File: config.mk
export PLATFORM = sky130hd
export DESIGN_NAME = pkhwd_reduce
export DESIGN_NICKNAME = d
export VERILOG_FILES = /design/src/hw/rtl/pkhwd_pkg.sv /design/src/hw/rtl/pkhwd_reduce.sv
export SDC_FILE = /design/constraint.sdc
export NUM_CORES = 1
export LEC_CHECK = 0
export BUFFER_PORTS_ARGS = -buffer_cell sky130_fd_sc_hd__buf_2
export CORE_MARGIN = 3
export CORE_UTILIZATION = 21
export DETAILED_ROUTE_END_ITERATION = 8
export GPL_ROUTABILITY_DRIVEN = 0
export PLACE_DENSITY_LB_ADDON = 0.1
export SYNTH_ARGS = -nofsm -noshare
export SYNTH_HDL_FRONTEND = slang
export SYNTH_SLANG_ARGS = --single-unit
File: constraint.sdc
create_clock -name clk_i -period 0.8 [get_ports clk_i]
set_input_delay 0.12 -clock clk_i [delete_from_list [all_inputs] [get_ports clk_i]]
set_output_delay 0.12 -clock clk_i [all_outputs]
set_load 0.03 [all_outputs]
File: src/hw/rtl/pkhwd_pkg.sv
package pkhwd_pkg;

  localparam int TABLE_DEPTH = 32;
  localparam int CNT_W       = $clog2(TABLE_DEPTH + 1);
  localparam int USED_W      = 6;

  typedef logic [31:0]        key_t;
  typedef logic signed [63:0] stamp_t;
  typedef logic [CNT_W-1:0]   cnt_t;

  typedef enum logic [1:0] {
    OP_CLEAR = 2'd0,
    OP_LOAD  = 2'd1,
    OP_MERGE = 2'd2,
    OP_PROBE = 2'd3
  } op_e;

  typedef enum logic [1:0] {
    ST_IDLE,
    ST_CMP,
    ST_RED,
    ST_UPD
  } state_e;

  typedef struct packed {
    logic ins;
    logic upd;
  } cell_wr_t;

  typedef struct packed {
    logic hit;
    logic gt;
  } cell_flag_t;

endpackage

File: src/hw/rtl/pkhwd_reduce.sv
module pkhwd_reduce import pkhwd_pkg::*; (
  input  logic                   clk_i,
  input  logic                   rst_ni,
  input  logic [TABLE_DEPTH-1:0] hit_i,
  input  logic [TABLE_DEPTH-1:0] gt_i,
  output cell_flag_t             flag_o
);

  cell_flag_t flag_q, flag_d;

  always_comb begin
    flag_d.hit = |hit_i;
    flag_d.gt  = |(hit_i & gt_i);
  end

  always_ff @(posedge clk_i or negedge rst_ni) begin
    if (!rst_ni) begin
      flag_q <= '0;
    end else begin
      flag_q <= flag_d;
    end
  end

  assign flag_o = flag_q;

endmodule

==> metrics, run 1 <==
post-synth top area share=37.3%; max_slew headroom=79.2%; via count=679; Synth Area per Inst=8.28 µm²; Ports=68; DIE AREA=1820 µm²; Mapped Nets=100; Worst-path clk slew=0.03 ns; Multi-input gate area=352 µm²; root buffer cell=clkbuf_4; Port Buffers=67; Net Sw Frac=27.7%; Clock Path Buffers=2; total wire length=1.81 mm; Slew @ Worst Pin=0.310 ns; CP max FO=2; global-route wire length before repair=2.66 mm; Max Slew Vio Count=0; yosys warns=0; Clock power frac=29.8%; vias in the first global route=690; Crit Path Category=input pin to register; crit end category=register; synth top area cells=a22oi_1, dfrtp_1, nor4_1; Routed Antenna Nets=0; Hold Fails Final Rpt=0; Power Density=746 nW/µm²; max reg flops=2; Residual DRC=0; violated checks=setup timing; global route overflow=0; met2 Use GR=37.1%; Post-Syn Area=282 µm²; Min Clock Period, post-route=0.974 ns; Max VDD drop=0.361 mV; Synth-to-Final Area Change=240%; Net Sw Power=0.198 mW; Core ar.=1190 µm²; cell row count=12; max_cap viols=0; Register Area=50.0 µm²; RSZ-0062 raised after global routing=yes; Unique masters post-synth=7; Final Power=0.715 mW; Post-Synthesis Cells=34; static leakage=0.450 nW; Synth Register Bits=2; GRT Util Overall=18.8%; HP Class=input pin to async pin; pin count of the biggest net entering global routing=3; logic gate share of total power=55.9%; Die Span Y=42.6 µm; post-synthesis sequential area ratio=17.8%; commonest non-fill, non-tap cell in the layout=buf_2; hpwl dp=1.48 mm; initial antenna violation count=0; DR WL/cell=13.6 µm; PnR worst setup slack=-0.174 ns; Global Route met1 Usage=19.7%; setup violators final=4; initial DRC count=13; TritonCTS clock tree=yes; 1st-pass router iterations=4; most frequent cells in the layout=buf_2, a22oi_2, buf_4, buf_6, nand4_1; sequential share of power=14.3%; Arr. time, crit path=1.05 ns; Die Span X=42.6 µm; met3 usage=1.72%; Initial Util=23.7%; FMAX=1.03 GHz; total negative slack=-0.364 ns; outcome=finished with violations; Antenna diodes=0; layer with the highest usage=met2; # nets final=187; fillcell total=85; Tcrit/Tclk final=122%; vias per cell=5.11; CTS buffer count=3; Startpoint Class=input pin; Worst Path Required=0.88 ns; CTS Sinks=2; Int Power=0.517 mW; fraction of layout cells with a size suffix above 1=89.1%; htree depth=1; area leader, netlist=a22oi_1
==> logic make-up (layout without fill, tap and decap cells) <==
kind of cell | count (synthesis) | in the layout | synth area share (%)
AOI/OAI and AO/OA | 16 | 16 | 46.2
and+or+nand+nor | 16 | 16 | 36.0
DFF | 2 | 2 | 17.8
buffers and inverters | 0 | 85 | 0
==> path summary, 6_finish.rpt <==
check                      startpoint   endpoint  slack (ns)  cells after the start
worst min-delay path           rst_ni  flag_o[1]        0.22                      2
worst max-delay path         hit_i[9]  flag_o[0]       -0.17                      4
max in group asynchronous      rst_ni  flag_o[0]        0.48                      2
min in group clk_i           hit_i[7]  flag_o[1]        0.23                      4
==> area by class of cell <==
| type | instances | area share (%) |
|---|---|---|
| tap | 14 | 1.83 |
| timing repair buffer | 82 | 53.9 |
| sequential | 2 | 5.22 |
| multi-input combinational | 32 | 36.7 |
| clock buffer | 3 | 2.35 |
==> repair_timing <==
item,CTS,global route
gates resized for setup,14,15
hold endpoints to repair,2,0
setup buffers,0,1
pin swaps,5,8
hold buffers,1,0
setup endpoints to repair,4,4
==> per-layer routing <==
metal	up-vias	wire length, µm	share of wire [%]
met5	-	0	0
met4	0	28	1.5
met3	4	141	7.8
met2	39	1000	55
met1	301	644	36
li1	335	-	-
==> metrics by stage <==
step | std cells | util (%) | hold slack (ns) | worst slack [ns] | area (µm²)
after global routing | 133 | 80.8 | 0.219 | -0.201 | 958
after detailed placement | 128 | 66.0 | -0.0913 | -0.429 | 783
final | 133 | 80.8 | 0.220 | -0.174 | 958
after floorplan | 34 | - | -0.176 | -0.199 | 333
after CTS | 132 | 74.2 | 0.209 | -0.154 | 880
after global placement | 128 | 66.0 | -0.0927 | -0.397 | 783
==> synth_stat cells (all sizes together) <==
cell    n
a22oi  16
dfrtp   2
nand4   6
nor4    8
or2     1
or4     1
==> power by group through the flow <==
stage	logic, mW	registers, mW	clock network, mW
2_1_floorplan	0.0665	0.103	0
3_3_place_gp	0.318	0.103	0
3_5_place_dp	0.324	0.103	0
4_1_cts	0.356	0.102	0.220
5_1_grt	0.434	0.102	0.235
6_report	0.400	0.102	0.213
==> worst max-delay path: stages <==
cell and delay (ns):
buf_8 0.09, a22oi_2 0.19, nand4_1 0.11, or4_4 0.54
(Power assumes the default switching activity.)
==> run 2: changes to the inputs <==
--- a/config.mk
+++ b/config.mk
@@ -5,9 +5,10 @@
 export SDC_FILE = /design/constraint.sdc
 export NUM_CORES = 1
 export LEC_CHECK = 0
+export ABC_AREA = 1
 export BUFFER_PORTS_ARGS = -buffer_cell sky130_fd_sc_hd__buf_2
 export CORE_MARGIN = 3
-export CORE_UTILIZATION = 21
+export CORE_UTILIZATION = 26
 export DETAILED_ROUTE_END_ITERATION = 8
 export GPL_ROUTABILITY_DRIVEN = 0
 export PLACE_DENSITY_LB_ADDON = 0.1
==> metrics, run 2 <==
outcome=finished with violations; violated checks=setup timing; Register Area=50.0 µm²; Synth Area in Simple Gates=86.9%; Max Slew Vio Count=0; static leakage=0.497 nW; CTS Sinks=2; DIE AREA=1970 µm²; Routed Antenna Nets=0; cell with the most instances after synthesis=nand2_1; Arr. time, crit path=0.73 ns; Post-CTS Setup Bufs=0; xor-xnor portion of the synthesized cell area=0%; max incr delay on CP=0.36 ns; Power Density=786 nW/µm²; Initial Util=28.7%; CP max FO=1; Non-Filler Instances=174; Multi-input gate area=333 µm²; Tcrit/Tclk final=107%; Hold Fails Final Rpt=0; CTS buffer count=3; Min Clock Period, post-route=0.853 ns; pin count of the biggest net entering global routing=3; worst-path cell with the longest stage delay=dfrtp_1; global-route wire length before repair=2.14 mm; htree depth=1; total negative slack=-0.0936 ns; Synth Area per Inst=4.35 µm²; Compound-Gate Fraction of Synth Area=0%; GRT Util Overall=14.5%; max_slew headroom=91.4%; WL met1=556 µm; Top Family by Delay on Critical Path=flip-flops; Residual DRC=0; Final Power=0.615 mW; Synth-to-Final Area Change=104%; cell row count=13; main combinational cell family by area after synthesis=simple AND/OR/NAND/NOR gates; crit path buf inv count=1; Crit Path Category=register to output pin; Die Span Y=44.4 µm; EDFF count, synth=0; CP Cell Sequence=buf_6; Core ar.=1330 µm²; yosys warns=0; via count=746; area leader, netlist=nand2_1; Max VDD drop=0.440 mV; WHS=0.190 ns; post-layout util=58.6%; commonest non-fill, non-tap cell in the layout=buf_2; Post-Synthesis Cells=88; Antenna diodes=0; initial DRC count=7; vias per cell=4.29; vias in the first global route=603; Die Span X=44.4 µm; fraction of layout cells with a size suffix above 1=44.0%; DR top layer=met4; hpwl dp=1.38 mm; Synth top cells by count=nand2_1, nor2_1, nand4_1; initial antenna violation count=0; Synth Register Bits=2; RSZ-0062 raised after global routing=yes; Mapped Nets=154; Routed met3 length=156 µm; routed length on met2=801 µm; Unique masters post-synth=4; Ports=68; max_cap viols=0; Port Buffers=67; Post-Syn Area=383 µm²; DR WL/cell=8.75 µm; global route overflow=0; mux share of post-synthesis cell area=0%; ys async rst share=100%; # nets final=227; synth top area cells=nand2_1, nor2_1, dfrtp_1; Clock Path Buffers=2; most frequent cells in the layout=buf_2, nand2_1, nor2_1, nand4_1, clkbuf_4; FMAX=1.17 GHz; Slew @ Worst Pin=0.128 ns; PnR worst setup slack=-0.0534 ns; Worst Path Required=0.68 ns; Cells after DPL=170; root buffer cell=clkbuf_4; Synth Area in Adders=0%; HP Class=input pin to register; post-synthesis sequential area ratio=13.1%; Startpoint Class=register; crit end category=output pin; top_reg_cell synth=dfrtp_1; post-synth top area share=52.9%; total wire length=1.52 mm; TritonCTS clock tree=yes; max reg flops=2; fillcell total=142; Worst-path clk slew=0.03 ns; 1st-pass router iterations=4; setup violators final=2
==> run 2: layer usage <==
layer | GRT usage, % | up-vias
met3 | 3.66 | 2
met4 | 3.61 | 0
met5 | 0 | -
met1 | 14.6 | 296
li1 | - | 415
met2 | 29.1 | 33
==> run 2: power breakdown <==
part           total, mW  internal [mW]  switching, mW
combinational      0.283          0.163          0.120
sequential         0.102          0.102     0.00000538
clock              0.230          0.166         0.0637
==> run 2: worst paths after layout <==
kind                            from   endpoint  cells past startpoint
worst max-delay path       flag_o[0]  flag_o[0]                      1
worst min-delay path       hit_i[25]  flag_o[1]                      5
max in group asynchronous     rst_ni  flag_o[1]                      2
min in group asynchronous     rst_ni  flag_o[0]                      2
==> run 2: cells by family after synthesis <==
kind of cell / Yosys count
and+or+nand+nor: 86
DFF: 2
==> run 2: cell type report <==
class / count / share of cell area [%]
Sequential cell: 2 / 6.40
Timing Repair Buffer: 68 / 45.8
Tap cell: 15 / 2.40
Multi-Input combinational cell: 86 / 42.6
Clock buffer: 3 / 2.88
==> run 2: what timing repair did <==
action | CTS | global route
endpoints found under the hold margin | 2 | 0
setup endpoints to repair | 2 | 2
resized for setup | 4 | 0
hold buffers | 1 | 0
==> run 2: through the flow <==
| step | worst slack, ns | instance area, µm² |
|---|---|---|
| floorplan | 0.204 | 383 |
| global placement | 0.00421 | 737 |
| detailed placement | -0.0103 | 737 |
| CTS | -0.0578 | 782 |
| global route | -0.0704 | 782 |
| finish | -0.0534 | 782 |
==> run 3: changes to the inputs <==
--- a/config.mk
+++ b/config.mk
@@ -7,6 +7,7 @@
 export LEC_CHECK = 0
 export ABC_AREA = 1
 export BUFFER_PORTS_ARGS = -buffer_cell sky130_fd_sc_hd__buf_2
+export CORE_ASPECT_RATIO = 0.9
 export CORE_MARGIN = 3
 export CORE_UTILIZATION = 26
 export DETAILED_ROUTE_END_ITERATION = 8
@@ -15,3 +16,4 @@
 export SYNTH_ARGS = -nofsm -noshare
 export SYNTH_HDL_FRONTEND = slang
 export SYNTH_SLANG_ARGS = --single-unit
+export TNS_END_PERCENT = 50
==> metrics, run 3 (synthesized netlist as in run 2, its figures left out) <==
PnR worst setup slack=-0.0390 ns; Top Family by Delay on Critical Path=flip-flops; Final Power=0.610 mW; # nets final=227; Max Slew Vio Count=0; Synth-to-Final Area Change=104%; Startpoint Class=register; 1st-pass router iterations=3; most frequent cells in the layout=buf_2, nand2_1, nor2_1, nand4_1, clkbuf_4; max reg flops=2; Clock Path Buffers=2; Min Clock Period, post-route=0.839 ns; violated checks=setup timing; CTS Sinks=2; max_cap viols=0; CP max FO=1; initial DRC count=5; HP Class=input pin to async pin; CTS buffer count=3; Die Span Y=42.4 µm; Hold Fails Final Rpt=0; via count=758; Core ar.=1310 µm²; Initial Util=29.3%; cell row count=12; total negative slack=-0.0720 ns; crit end category=output pin; setup violators final=2; pin count of the biggest net entering global routing=3; Antenna diodes=0; initial antenna violation count=0; vias per cell=4.38; Power Density=782 nW/µm²; total wire length=1.47 mm; htree depth=1; FMAX=1.19 GHz; outcome=finished with violations; DIE AREA=1970 µm²; fillcell total=143; static leakage=0.497 nW; crit path buf inv count=1; Worst-path clk slew=0.03 ns; hpwl dp=1.39 mm; fraction of layout cells with a size suffix above 1=44.0%; root buffer cell=clkbuf_4; Max VDD drop=0.290 mV; max_slew headroom=91.6%; global route overflow=0; vias in the first global route=638; Residual DRC=0; Ports=68; Crit Path Category=register to output pin; worst-path cell with the longest stage delay=dfrtp_1; DR WL/cell=8.52 µm; GRT Util Overall=15.0%; Tcrit/Tclk final=105%; max incr delay on CP=0.36 ns; global-route wire length before repair=2.26 mm; Arr. time, crit path=0.72 ns; commonest non-fill, non-tap cell in the layout=buf_2; RSZ-0062 raised after global routing=yes; Routed Antenna Nets=0; Port Buffers=67; Slew @ Worst Pin=0.125 ns; TritonCTS clock tree=yes; Worst Path Required=0.68 ns; Die Span X=46.5 µm; CP Cell Sequence=buf_6
-- run 3: cell counts in the layout (fill, tap and decap cells not counted) --
No cell type changed its count.
-- run 3: final timing paths --
| path | startpoint | endpoint | slack [ns] | cells after the start |
|---|---|---|---|---|
| min in group clk_i | hit_i[18] | flag_o[1] | 0.22 | 5 |
| min | rst_ni | flag_o[0] | 0.22 | 2 |
| max in group asynchronous | rst_ni | flag_o[1] | 0.48 | 2 |
| max | flag_o[0] | flag_o[0] | -0.04 | 1 |
-- run 3: layout make-up --
| cell class | instances | area, µm² | share of cell area [%] |
|---|---|---|---|
| Timing Repair Buffer | 68 | 358 | 45.8 |
| Multi-Input combinational cell | 86 | 333 | 42.6 |
| Sequential cell | 2 | 50.0 | 6.41 |
| Clock buffer | 3 | 22.5 | 2.88 |
| Tap cell | 14 | 17.5 | 2.24 |
-- run 3: routing by layer --
layer | share of wire (%) | up-vias | wire length (µm) | track usage [%]
met2 | 53 | 32 | 779 | 27.2
met4 | 0 | 0 | 0 | 5.11
li1 | - | 415 | - | -
met3 | 9.8 | 0 | 145 | 1.29
met5 | 0 | - | 0 | 0
met1 | 37 | 311 | 549 | 17.4
-- run 3: report_power, final --
part / switching, mW / internal [mW]
clock network: 0.0581 / 0.166
registers: 0.00000438 / 0.102
logic: 0.122 / 0.163
total: 0.180 / 0.430
-- run 3: metrics by stage --
stage | setup WS (ns) | hold WS [ns] | util (%) | instance area [µm²] | std cells
after floorplan | 0.204 | -0.176 | - | 383 | 88
after global placement | 0.00767 | -0.0946 | 56.3 | 736 | 169
after detailed placement | 0.0141 | -0.0946 | 56.3 | 736 | 169
after CTS | -0.0467 | 0.215 | 59.8 | 781 | 173
after global routing | -0.0501 | 0.238 | 59.8 | 781 | 173
final | -0.0390 | 0.216 | 59.8 | 781 | 173
-- run 3: timing repair --
item                                   in CTS  in global routing
hold buffers                                1                  0
setup endpoints to repair                   2                  2
gates resized for setup                     4                  0
endpoints found under the hold margin       2                  0
gates cloned                                0                  0
buffers inserted                            0                  0
