`src/hw/rtl/pkhwd_pkg.sv`:
```
package pkhwd_pkg;

  localparam int TABLE_DEPTH = 32;
  localparam int CNT_W       = $clog2(TABLE_DEPTH + 1);
  localparam int USED_W      = 6;

  typedef logic [31:0]        key_t;
  typedef logic signed [63:0] stamp_t;
  typedef logic [CNT_W-1:0]   cnt_t;

  typedef enum logic [1:0] {
    OP_CLEAR = 2'd0,
    OP_LOAD  = 2'd1,
    OP_MERGE = 2'd2,
    OP_PROBE = 2'd3
  } op_e;

  typedef enum logic [1:0] {
    ST_IDLE,
    ST_CMP,
    ST_RED,
    ST_UPD
  } state_e;

  typedef struct packed {
    logic ins;
    logic upd;
  } cell_wr_t;

  typedef struct packed {
    logic hit;
    logic gt;
  } cell_flag_t;

endpackage

```
`src/hw/rtl/pkhwd_cell.sv`:
```
module pkhwd_cell import pkhwd_pkg::*; (
  input  logic       clk_i,
  input  logic       rst_ni,
  input  cnt_t       cell_idx_i,
  input  cnt_t       count_i,
  input  key_t       key_i,
  input  stamp_t     time_i,
  input  cell_wr_t   wr_i,
  output cell_flag_t flag_o
);

  key_t       key_q;
  stamp_t     max_q;
  cell_flag_t flag_q, flag_d;
  logic       occupied;

  assign occupied = cell_idx_i < count_i;

  always_comb begin
    flag_d.hit = occupied && (key_q == key_i);
    flag_d.gt  = time_i > max_q;
  end

  always_ff @(posedge clk_i or negedge rst_ni) begin
    if (!rst_ni) begin
      flag_q <= '0;
    end else begin
      flag_q <= flag_d;
    end
  end

  always_ff @(posedge clk_i) begin
    if (wr_i.ins && (cell_idx_i == count_i)) begin
      key_q <= key_i;
      max_q <= time_i;
    end else if (wr_i.upd && flag_q.hit) begin
      max_q <= time_i;
    end
  end

  assign flag_o = flag_q;

endmodule

```
`config.mk`:
```
export PLATFORM = sky130hd
export DESIGN_NAME = pkhwd_cell
export DESIGN_NICKNAME = d
export VERILOG_FILES = /design/src/hw/rtl/pkhwd_pkg.sv /design/src/hw/rtl/pkhwd_cell.sv
export SDC_FILE = /design/constraint.sdc
export NUM_CORES = 1
export LEC_CHECK = 0
export ABC_CLOCK_PERIOD_IN_PS = 4200
export BUFFER_PORTS_ARGS = -buffer_cell sky130_fd_sc_hd__buf_2
export CAP_MARGIN = 20
export CORE_MARGIN = 5
export CORE_UTILIZATION = 50
export DETAILED_ROUTE_END_ITERATION = 12
export GPL_ROUTABILITY_DRIVEN = 0
export MAX_ROUTING_LAYER = met4
export PLACE_DENSITY = 0.71
export SLEW_MARGIN = 20
export SYNTH_ARGS = -nofsm -noshare
export SYNTH_HDL_FRONTEND = slang
export SYNTH_SLANG_ARGS = --single-unit
```
`constraint.sdc`:
```
create_clock -name clk_i -period 4.2 [get_ports clk_i]
set_input_delay 0.63 -clock clk_i [delete_from_list [all_inputs] [get_ports clk_i]]
set_output_delay 0.63 -clock clk_i [all_outputs]
set_load 0.03 [all_outputs]
```
==> metrics, run 1 <==
Startpoint Class primary input; Gate Count Post-Synth 393; clock buffer count from CTS 9; yosys warns 0; ranking of synthesized cells by area edfxtp_1 57%, ha_1 17%, inv_1 5.2%, xor2_1 4.8%, a21oi_1 2.9%; largest family of logic cells by synthesized area adder cells; final std cells w/o fill 657; top cells by count, synth 96 x edfxtp_1, 70 x ha_1, 70 x inv_1; post-synthesis sequential area ratio 57.9%; Total GRT Usage 16.0%; first-pass GRT wire length 15500 um; Post-Place Cells 641; Tmin final 2.24 ns; register bit total from synthesis 98; largest net degree at the start of global routing 41; top cell type's share of synthesized area 56.9%; Clk pwr share 33.5%; core area 0.00982 mm2; VDD IR max 180 uV; NetSw 407 uW; final hold violations 0; compound-gate portion of the synthesized area 7.07%; number of global-route vias before repair 3338; Internal Power 1510 uW; Crit-path slowest cell ha_1; Slew headroom 60.4%; simple-gate portion of the synthesized area 7.02%; H-tree depth 3; post-synthesis mux area share 0%; GRT overflow 0; Power per Cell Area 318 mW/mm2; Max Slew Vio Count 0; Port Buffers 113; Post-CTS Setup Inserts 0; worst-path cell chain buf_2, ha_1, nand4_2, nor2_1, a221o_1, a211o_1, a211o_1, a21oi_2, a211oi_2; P_leak 0.00271 uW; Hold-fix buffers, CTS 0; Buf/Inv on CP 1; post-cts resize count 0; RSZ-0062 raised after global routing no; Clock Tree Root clkbuf_8; setup violators final 0; post-synthesis xor/xnor area fraction 5.53%; WP data arrival 2.46 ns; Mean Syn Cell Area 12.9 um2; Max Clock Freq 447 MHz; antenna cells 0; number of DRC markers in iteration 0 179; antenna-violating nets left 0; layout cell share with drive strength beyond 1 25.6%; routed wire length 9400 um; Sw Share 21.2%; number of flops mapped to enable cells by yosys 96; Via density 5.06; CP dominant cell by count a211o_1; Top-Level Pins 114; clk_lat worst skew 0.35 ns; DP Wirelength 7540 um; Die Wd 111 um; delay-heaviest family, CP compound AO/OA/AOI/OAI gates; outcome complete, no violations; Synth Net Count 575; clk sinks 98; Setup crit end kind register; synth unique cells 31; crit-path max FO 5; total negative slack 0 ns; most frequent cell after synthesis edfxtp_1; CTS Buffer Depth 2; Fin Hold WS 0.0635 ns; Tcrit/Tclk final 53.2%; final layout net count 701; mapped cell area 0.00506 mm2; CTS clk-pin slew, worst paths 0.09 ns; initial core utilization 51.6%; area leader, netlist edfxtp_1; Via Count 3322; initial antenna violation count 0; DRC Markers 0; CP required 4.42 ns; Reg power frac 56.7%; Least-Margin Pin Slew 0.594 ns; Die Area 0.0122 mm2; WL/cell 14.3 um; Worst path max stage delay 0.38 ns; Adder-Cell Fraction of Synth Area 17.3%; HP Class in -> async; max_cap viols 0; Die Y 111 um; Clock Skews 0.00694 ns; P&R area growth vs syn 19.1%; Comb power frac 9.8%; Main synth FF type edfxtp_1; FFs w/ async S/R, synth 2.04%; critical path class in -> reg; CTS tree yes; number of cell rows 36; first-pass detailed-route iteration total 4
[registers in the layout, indices dropped and copies added (netlist names)]
| signal | flops |
|---|---|
| max_q | 64 |
| key_q | 32 |
| flag_o | 2 |
[worst register-to-register path, cell delays in order, from the launching register on]
cell and delay (ns):
edfxtp_1 0.34, inv_1 0.04, ha_1 0.36, nand4_2 0.17, nor2_1 0.06, a221o_1 0.31, a211o_1 0.31, a211o_1 0.32
a21oi_2 0.12, a211oi_2 0.05
[power groups by stage]
stage          Sequential [uW]  Clock, uW  Combinational [uW]
4_1_cts                   1090        669                 191
3_5_place_dp              1110          0                 189
3_3_place_gp              1110          0                 181
2_1_floorplan             1110          0                90.2
6_report                  1090        643                 188
5_1_grt                   1090        715                 216
[cells by family (layout without fill, tap and decap cells)]
logic type,Yosys count,count (layout)
flip-flops,98,98
adder cells (fa/ha/maj),70,70
buffers and inverters,70,201
AND/OR/NAND/NOR,66,66
AO/OA/AOI/OAI,57,57
XOR/XNOR,32,32
[per-layer routing]
layer  GRT usage (%)  part of all wire (%)
met5               -                     0
met4            6.40                   1.7
met3            2.95                   4.3
met2            23.7                    45
met1            22.1                    49
[cell usage in the layout (no fill, tap or decap), types with 2 or more instances in the layout]
cell type	n
dfrtp_1	2
a21o_1	3
xor2_1	28
edfxtp_1	96
xnor2_1	4
nor2_1	6
o21a_1	2
a211o_1	2
buf_2	113
nor4_1	10
nand4_1	14
a21oi_1	29
a221o_1	2
o211ai_1	3
ha_1	70
bufinv_16	2
inv_1	70
clkbuf_1	4
o21ai_0	7
nor3_1	3
a211oi_1	2
clkbuf_8	9
nand2_1	16
and4_1	2
nand3_1	8
nor2b_1	3
[area by class of cell]
cell class | instances | area, um2
clock buffers | 13 | 139
clock inverters | 3 | 65.1
fillers | 824 | 3790
inverters | 70 | 263
multi-input cells | 225 | 1870
flip-flops and latches | 98 | 2930
well taps | 133 | 166
repair buffers | 115 | 593
[through the flow]
step	cell area [um2]	util, %	power (uW)	setup slack, ns
2_1_floorplan	5070	-	1200	0.448
3_5_place_dp	5830	59.4	1300	1.58
3_3_place_gp	5830	59.4	1290	1.62
6_report	6030	61.4	1920	1.96
5_1_grt	6030	61.4	2020	1.76
4_1_cts	6030	61.4	1950	1.98
[path summary, 6_finish.rpt]
| path | start | end | slack (ns) | depth (start not counted) |
|---|---|---|---|---|
| max | time_i[63] | flag_o[0]$_DFF_PN0_ | 1.96 | 9 |
| min reg2reg | key_q[24]$_DFFE_PP_ | flag_o[1]$_DFF_PN0_ | 0.68 | 4 |
| min in group clk_i | time_i[32] | max_q[32]$_DFFE_PP_ | 0.46 | 1 |
| max in group asynchronous | rst_ni | flag_o[1]$_DFF_PN0_ | 4.02 | 1 |
| max reg2reg | max_q[63]$_DFFE_PP_ | flag_o[0]$_DFF_PN0_ | 2.00 | 9 |
| min | rst_ni | flag_o[0]$_DFF_PN0_ | 0.06 | 1 |
Power figures use the tool's default switching activity.
==> inputs of run 2 (changes only) <==
--- a/config.mk
+++ b/config.mk
@@ -5,7 +5,7 @@
 export SDC_FILE = /design/constraint.sdc
 export NUM_CORES = 1
 export LEC_CHECK = 0
-export ABC_CLOCK_PERIOD_IN_PS = 4200
+export ABC_CLOCK_PERIOD_IN_PS = 2300
 export BUFFER_PORTS_ARGS = -buffer_cell sky130_fd_sc_hd__buf_2
 export CAP_MARGIN = 20
 export CORE_MARGIN = 5
==> constraint.sdc (replaced) <==
create_clock -name clk_i -period 2.3 [get_ports clk_i]
set_input_delay 0.345 -clock clk_i [delete_from_list [all_inputs] [get_ports clk_i]]
set_output_delay 0.345 -clock clk_i [all_outputs]
set_load 0.03 [all_outputs]
==> run 2 against run 1 <==
  * Power rose by 89%
  * Non-clock buffer count grew 4
  * Global-route usage grew 0.76 points
  * Clock-buffer cell count shrank 4
  * Clock skew is 0.0051 ns higher
  * Die area unchanged
  * Critical endpoint unchanged
  * Largest cell class unchanged
==> metrics, run 2 (synthesis results as in run 1) <==
outcome complete, no violations (unchanged); Setup crit end kind register (unchanged); Fin Hold WS 0.170 ns (was 0.0635 ns); worst-path cell chain inv_1, ha_1, a21o_1, a221o_1, a22o_1, a2111oi_2, o21ai_1, a21oi_2, a211oi_2 (was buf_2, ha_1, nand4_2, nor2_1, a221o_1, a211o_1, a211o_1, a21oi_2, a211oi_2); GRT overflow 0 (unchanged); CTS tree yes (unchanged); HP Class in -> reg (was in -> async); P_leak 0.00275 uW (was 0.00271 uW); Design Power 3640 uW (was 1920 uW); DRC Markers 0 (unchanged); routed wire length 9860 um (was 9400 um); worst reg-to-reg path cell count 9 (unchanged); Die Y 111 um (unchanged); clk_lat worst skew 0.36 ns (was 0.35 ns); Hold Path End max_q[17]$_DFFE_PP_; setup violators final 0 (unchanged); RSZ-0062 raised after global routing no (unchanged); first-pass GRT wire length 16400 um (was 15500 um); Die Area 0.0122 mm2 (unchanged); final hold violations 0 (unchanged); Via density 5.12 (was 5.06); total negative slack 0 ns (unchanged); post-cts resize count 0 (unchanged); Startpoint Class register (was primary input); placed cell area 0.00587 mm2 (was 0.00583 mm2); number of global-route vias before repair 3507 (was 3338); final layout net count 705 (was 701); Total GRT Usage 16.8% (was 16.0%); Worst path max stage delay 0.38 ns (about the same); CP required 2.54 ns (was 4.42 ns); Top-Level Pins 114 (unchanged); Clock Skews 0.0120 ns (was 0.00694 ns); # fillers 813 (was 824); CTS clk-pin slew, worst paths 0.10 ns (was 0.09 ns); P&R area growth vs syn 20.7% (was 19.1%); commonest non-fill, non-tap cells in the layout 113 x buf_2, 96 x edfxtp_1, 70 x inv_1, 70 x ha_1, 29 x a21oi_1 (unchanged); Tcrit/Tclk final 94.1%; Max Slew Vio Count 0 (unchanged); initial antenna violation count 0 (unchanged); most common cell after layout, fill and taps aside buf_2 (unchanged); antenna cells 0 (unchanged); antenna-violating nets left 0 (unchanged); number of cell rows 36 (unchanged); Tmin final 2.16 ns; Slew headroom 72.9% (was 60.4%); Via Count 3379 (was 3322); core area 0.00982 mm2 (unchanged); first-pass detailed-route iteration total 4 (unchanged); Least-Margin Pin Slew 0.403 ns (was 0.594 ns); VDD IR max 353 uV (was 180 uV); clock buffer count from CTS 9 (unchanged); worst hold start time_i[17]; layout cell share with drive strength beyond 1 26.4% (was 25.6%); clk sinks 98 (unchanged); Worst R2R End flag_o[0]$_DFF_PN0_ (unchanged); Power per Cell Area 595 mW/mm2 (was 318 mW/mm2); Design Area, Final 0.00611 mm2 (was 0.00603 mm2); max_cap viols 0 (unchanged); Port Buffers 113 (unchanged); WP data arrival 2.41 ns (was 2.46 ns); max FFs per register 64 (unchanged); crit-path max FO 2 (was 5); Crit-path slowest cell edfxtp_1 (was ha_1); CTS Buffer Depth 2 (unchanged); number of DRC markers in iteration 0 142 (was 179); WL/cell 14.9 um (was 14.3 um); Die Wd 111 um (unchanged); largest net degree at the start of global routing 33 (was 41); worst r2r src max_q[9]$_DFFE_PP_ (was max_q[63]$_DFFE_PP_); critical path class reg -> reg (was in -> reg); final core occ 62.3% (was 61.4%); Top reg by flops max_q (unchanged); Clock Tree Root clkbuf_8 (unchanged); R2R Setup Slk 0.14 ns (was 2.00 ns); H-tree depth 3 (unchanged); Worst Hold Depth 1; Max Clock Freq 462 MHz; DP Wirelength 7910 um (was 7540 um); initial core utilization 51.6% (unchanged)
-- run 2: layer usage --
layer,GRT usage (%),part of all wire [%],vias up
met3,4.05,5.7,9
met2,26.3,46,94
met1,22.0,47,1590
met5,-,0,-
li1,-,-,1686
met4,4.76,1.2,0
-- run 2: how the worst max path moves through the flow --
stage          cells past startpoint                 from             endpoint
2_1_floorplan                      5           count_i[5]   max_q[0]$_DFFE_PP_
3_3_place_gp                       9            time_i[9]  flag_o[0]$_DFF_PN0_
3_5_place_dp                       9            time_i[9]  flag_o[0]$_DFF_PN0_
4_1_cts                            9   max_q[9]$_DFFE_PP_  flag_o[0]$_DFF_PN0_
5_1_grt                            9  max_q[62]$_DFFE_PP_  flag_o[0]$_DFF_PN0_
6_report                           9   max_q[9]$_DFFE_PP_  flag_o[0]$_DFF_PN0_
-- run 2: final cells by class --
type,instances,area (um2),area share (%)
clock buffers,9,124,2.03
clock inverters,6,106,1.74
inverters,70,263,4.30
multi-input cells,225,1880,30.8
flip-flops and latches,98,2930,48.0
well taps,133,166,2.72
repair buffers,119,638,10.4
-- run 2: report_power, final --
| part | leakage [uW] | switching [uW] | internal [uW] |
|---|---|---|---|
| Sequential | 0.000889 | 6.28 | 1980 |
| Clock | 0.000113 | 587 | 711 |
| Combinational | 0.00174 | 180 | 171 |
| Total | 0.00275 | 773 | 2860 |
-- run 2: stage by stage --
step / setup WS, ns / instances
global placement: 0.0498 / 644
detailed placement: 0.0112 / 644
CTS: 0.104 / 660
floorplan: 0.0168 / 393
global route: 0.0345 / 660
finish: 0.135 / 660
-- run 2: repair_timing --
item	CTS	global route
hold buffers	1	0
hold endpoints to repair	2	0
buffers inserted	0	0
-- run 2: worst max-delay path, delay by kind of cell, from the launching register on --
kind                     cells  cell delay [ns]
AO/OA/AOI/OAI                7             1.36
adder cells (fa/ha/maj)      1             0.24
buffers and inverters        1             0.07
flip-flops                   1             0.38
==> inputs of run 3 (changes only) <==
==> constraint.sdc (replaced) <==
create_clock -name clk_i -period 2.3 [get_ports clk_i]
set_input_delay 0.575 -clock clk_i [delete_from_list [all_inputs] [get_ports clk_i]]
set_output_delay 0.575 -clock clk_i [all_outputs]
set_load 0.03 [all_outputs]
==> run 3 against run 2 <==
  * Cell area rose by 1.9%
  * Clock-buffer cell count rose by 1
  * Wire length fell by 1.9%
  * Sequential power hardly changed
  * Core utilization rose by 1.2 points
  * Non-clock buffer count increased by 12
  * Flip-flop and latch count did not move
  * Sequential share of layout area decreased by 0.91 points
  * Clock power shrank 26%
  * Die area unchanged
  * Critical path depth did not move
  * Worst hold slack better by 0.24 ns
  * Largest cell class unchanged
==> metrics, run 3 (synthesis results as in run 1) <==
Reg area 0.00293 mm2 (unchanged); Top-Level Pins 114 (unchanged); Slew headroom 74.1% (was 72.9%); area of the multi-input gates 0.00196 mm2 (was 0.00188 mm2); setup violators final 0 (unchanged); total negative slack 0 ns (unchanged); Max Clock Freq 460 MHz (was 462 MHz); Design Area, Final 0.00623 mm2 (was 0.00611 mm2); Total GRT Usage 16.4% (was 16.8%); CTS tree yes (unchanged); outcome complete, no violations (unchanged); Design Power 3320 uW (was 3640 uW); clk_lat worst skew 0.36 ns (about the same); layout cell share with drive strength beyond 1 29.8% (was 26.4%); Via density 4.97 (was 5.12); GRT overflow 0 (unchanged); Top reg by flops max_q (unchanged); final layout net count 717 (was 705); Clock Skews 0.0127 ns (was 0.0120 ns); placed cell area 0.00606 mm2 (was 0.00587 mm2); post-cts resize count 0 (unchanged); antenna-violating nets left 0 (unchanged); Die Area 0.0122 mm2 (unchanged); core area 0.00982 mm2 (unchanged); DP Wirelength 7790 um (was 7910 um); Clock Tree Root clkbuf_8 (unchanged); Post-CTS Setup Inserts 0 (unchanged); WP data arrival 2.40 ns (was 2.41 ns); Die Y 111 um (unchanged); final core occ 63.5% (was 62.3%); Die Wd 111 um (unchanged); critical path class reg -> reg (unchanged); Power per Cell Area 533 mW/mm2 (was 595 mW/mm2); DRC Markers 0 (unchanged); Port Buffers 113 (unchanged); number of cell rows 36 (unchanged); most common cell after layout, fill and taps aside buf_2 (unchanged); CTS Buffer Depth 2 (unchanged); max_cap viols 0 (unchanged); wl on met1 4420 um (was 4640 um); P_leak 0.00276 uW (was 0.00275 uW); RSZ-0062 raised after global routing no (unchanged); Max Slew Vio Count 0 (unchanged); first-pass GRT wire length 16000 um (was 16400 um); WL/cell 14.4 um (was 14.9 um); Via Count 3348 (was 3379); Fin Hold WS 0.405 ns (was 0.170 ns); Least-Margin Pin Slew 0.389 ns (was 0.403 ns); largest net degree at the start of global routing 35 (was 33); H-tree depth 3 (unchanged); uppermost layer routed met4 (unchanged); max FFs per register 64 (unchanged); P&R area growth vs syn 23.1% (was 20.7%); initial antenna violation count 0 (unchanged); clock buffer count from CTS 9 (unchanged); met3 wire length 502 um (was 563 um); Tcrit/Tclk final 94.5% (was 94.1%); clk sinks 98 (unchanged); Hold-fix buffers, CTS 1 (unchanged); first-pass detailed-route iteration total 4 (unchanged); crit-path max FO 2 (unchanged); VDD IR max 286 uV (was 353 uV); commonest non-fill, non-tap cells in the layout 113 x buf_2, 96 x edfxtp_1, 65 x inv_1 (was 113 x buf_2, 96 x edfxtp_1, 70 x inv_1, 70 x ha_1, 29 x a21oi_1); Startpoint Class register (unchanged); final hold violations 0 (unchanged); routed wire length 9680 um (was 9860 um); Tmin final 2.17 ns (was 2.16 ns); number of global-route vias before repair 3506 (was 3507); # fillers 812 (was 813); initial core utilization 51.6% (unchanged); CTS clk-pin slew, worst paths 0.10 ns (about the same); met2 WL 4650 um (was 4540 um); Setup crit end kind register (unchanged); CP required 2.53 ns (was 2.54 ns); HP Class in -> reg (unchanged); number of DRC markers in iteration 0 96 (was 142)
-- run 3: path summary, 6_finish.rpt --
check | from | endpoint | slack, ns | cells past startpoint
setup reg to reg | max_q[9]$_DFFE_PP_ | flag_o[0]$_DFF_PN0_ | 0.13 | 9
max in group asynchronous | rst_ni | flag_o[0]$_DFF_PN0_ | 1.61 | 2
hold reg to reg | key_q[3]$_DFFE_PP_ | flag_o[1]$_DFF_PN0_ | 0.73 | 5
setup / recovery | max_q[9]$_DFFE_PP_ | flag_o[0]$_DFF_PN0_ | 0.13 | 9
min in group asynchronous | rst_ni | flag_o[1]$_DFF_PN0_ | 0.59 | 2
hold / removal | time_i[53] | max_q[53]$_DFFE_PP_ | 0.41 | 1
-- run 3: layout make-up --
cell class | instances | share of cell area [%]
Clock buffer | 10 | 2.05
Multi-Input combinational cell | 225 | 31.5
Timing Repair Buffer | 131 | 11.7
Clock inverter | 6 | 0.542
Inverter | 70 | 4.46
Antenna cell | 1 | 0.0401
Tap cell | 133 | 2.67
Sequential cell | 98 | 47.0
-- run 3: worst max-delay path, stage by stage, from the launching register on --
cell	delay, ns
edfxtp_1	0.37
inv_1	0.07
ha_1	0.23
a21o_1	0.18
a221o_1	0.32
a22o_1	0.20
a2111oi_2	0.33
o21ai_1	0.16
a21oi_2	0.15
a211oi_2	0.04
-- run 3: stage by stage --
stage	cells	worst slack, ns
floorplan	393	-0.144
global placement	656	-0.176
detailed placement	656	-0.240
CTS	673	0.0719
global route	673	0.000907
finish	674	0.127
-- run 3: report_power, final --
group | leakage [uW] | switching, uW | internal, uW
combinational | 0.00180 | 189 | 189
sequential | 0.000889 | 6.30 | 1980
clock | 0.0000710 | 576 | 383
total | 0.00276 | 771 | 2550
-- run 3: metal layers --
layer / GRT usage (%) / up-vias
met4: 4.19 / 0
met3: 3.77 / 8
met5: - / -
met2: 26.2 / 85
li1: - / 1709
met1: 21.3 / 1546
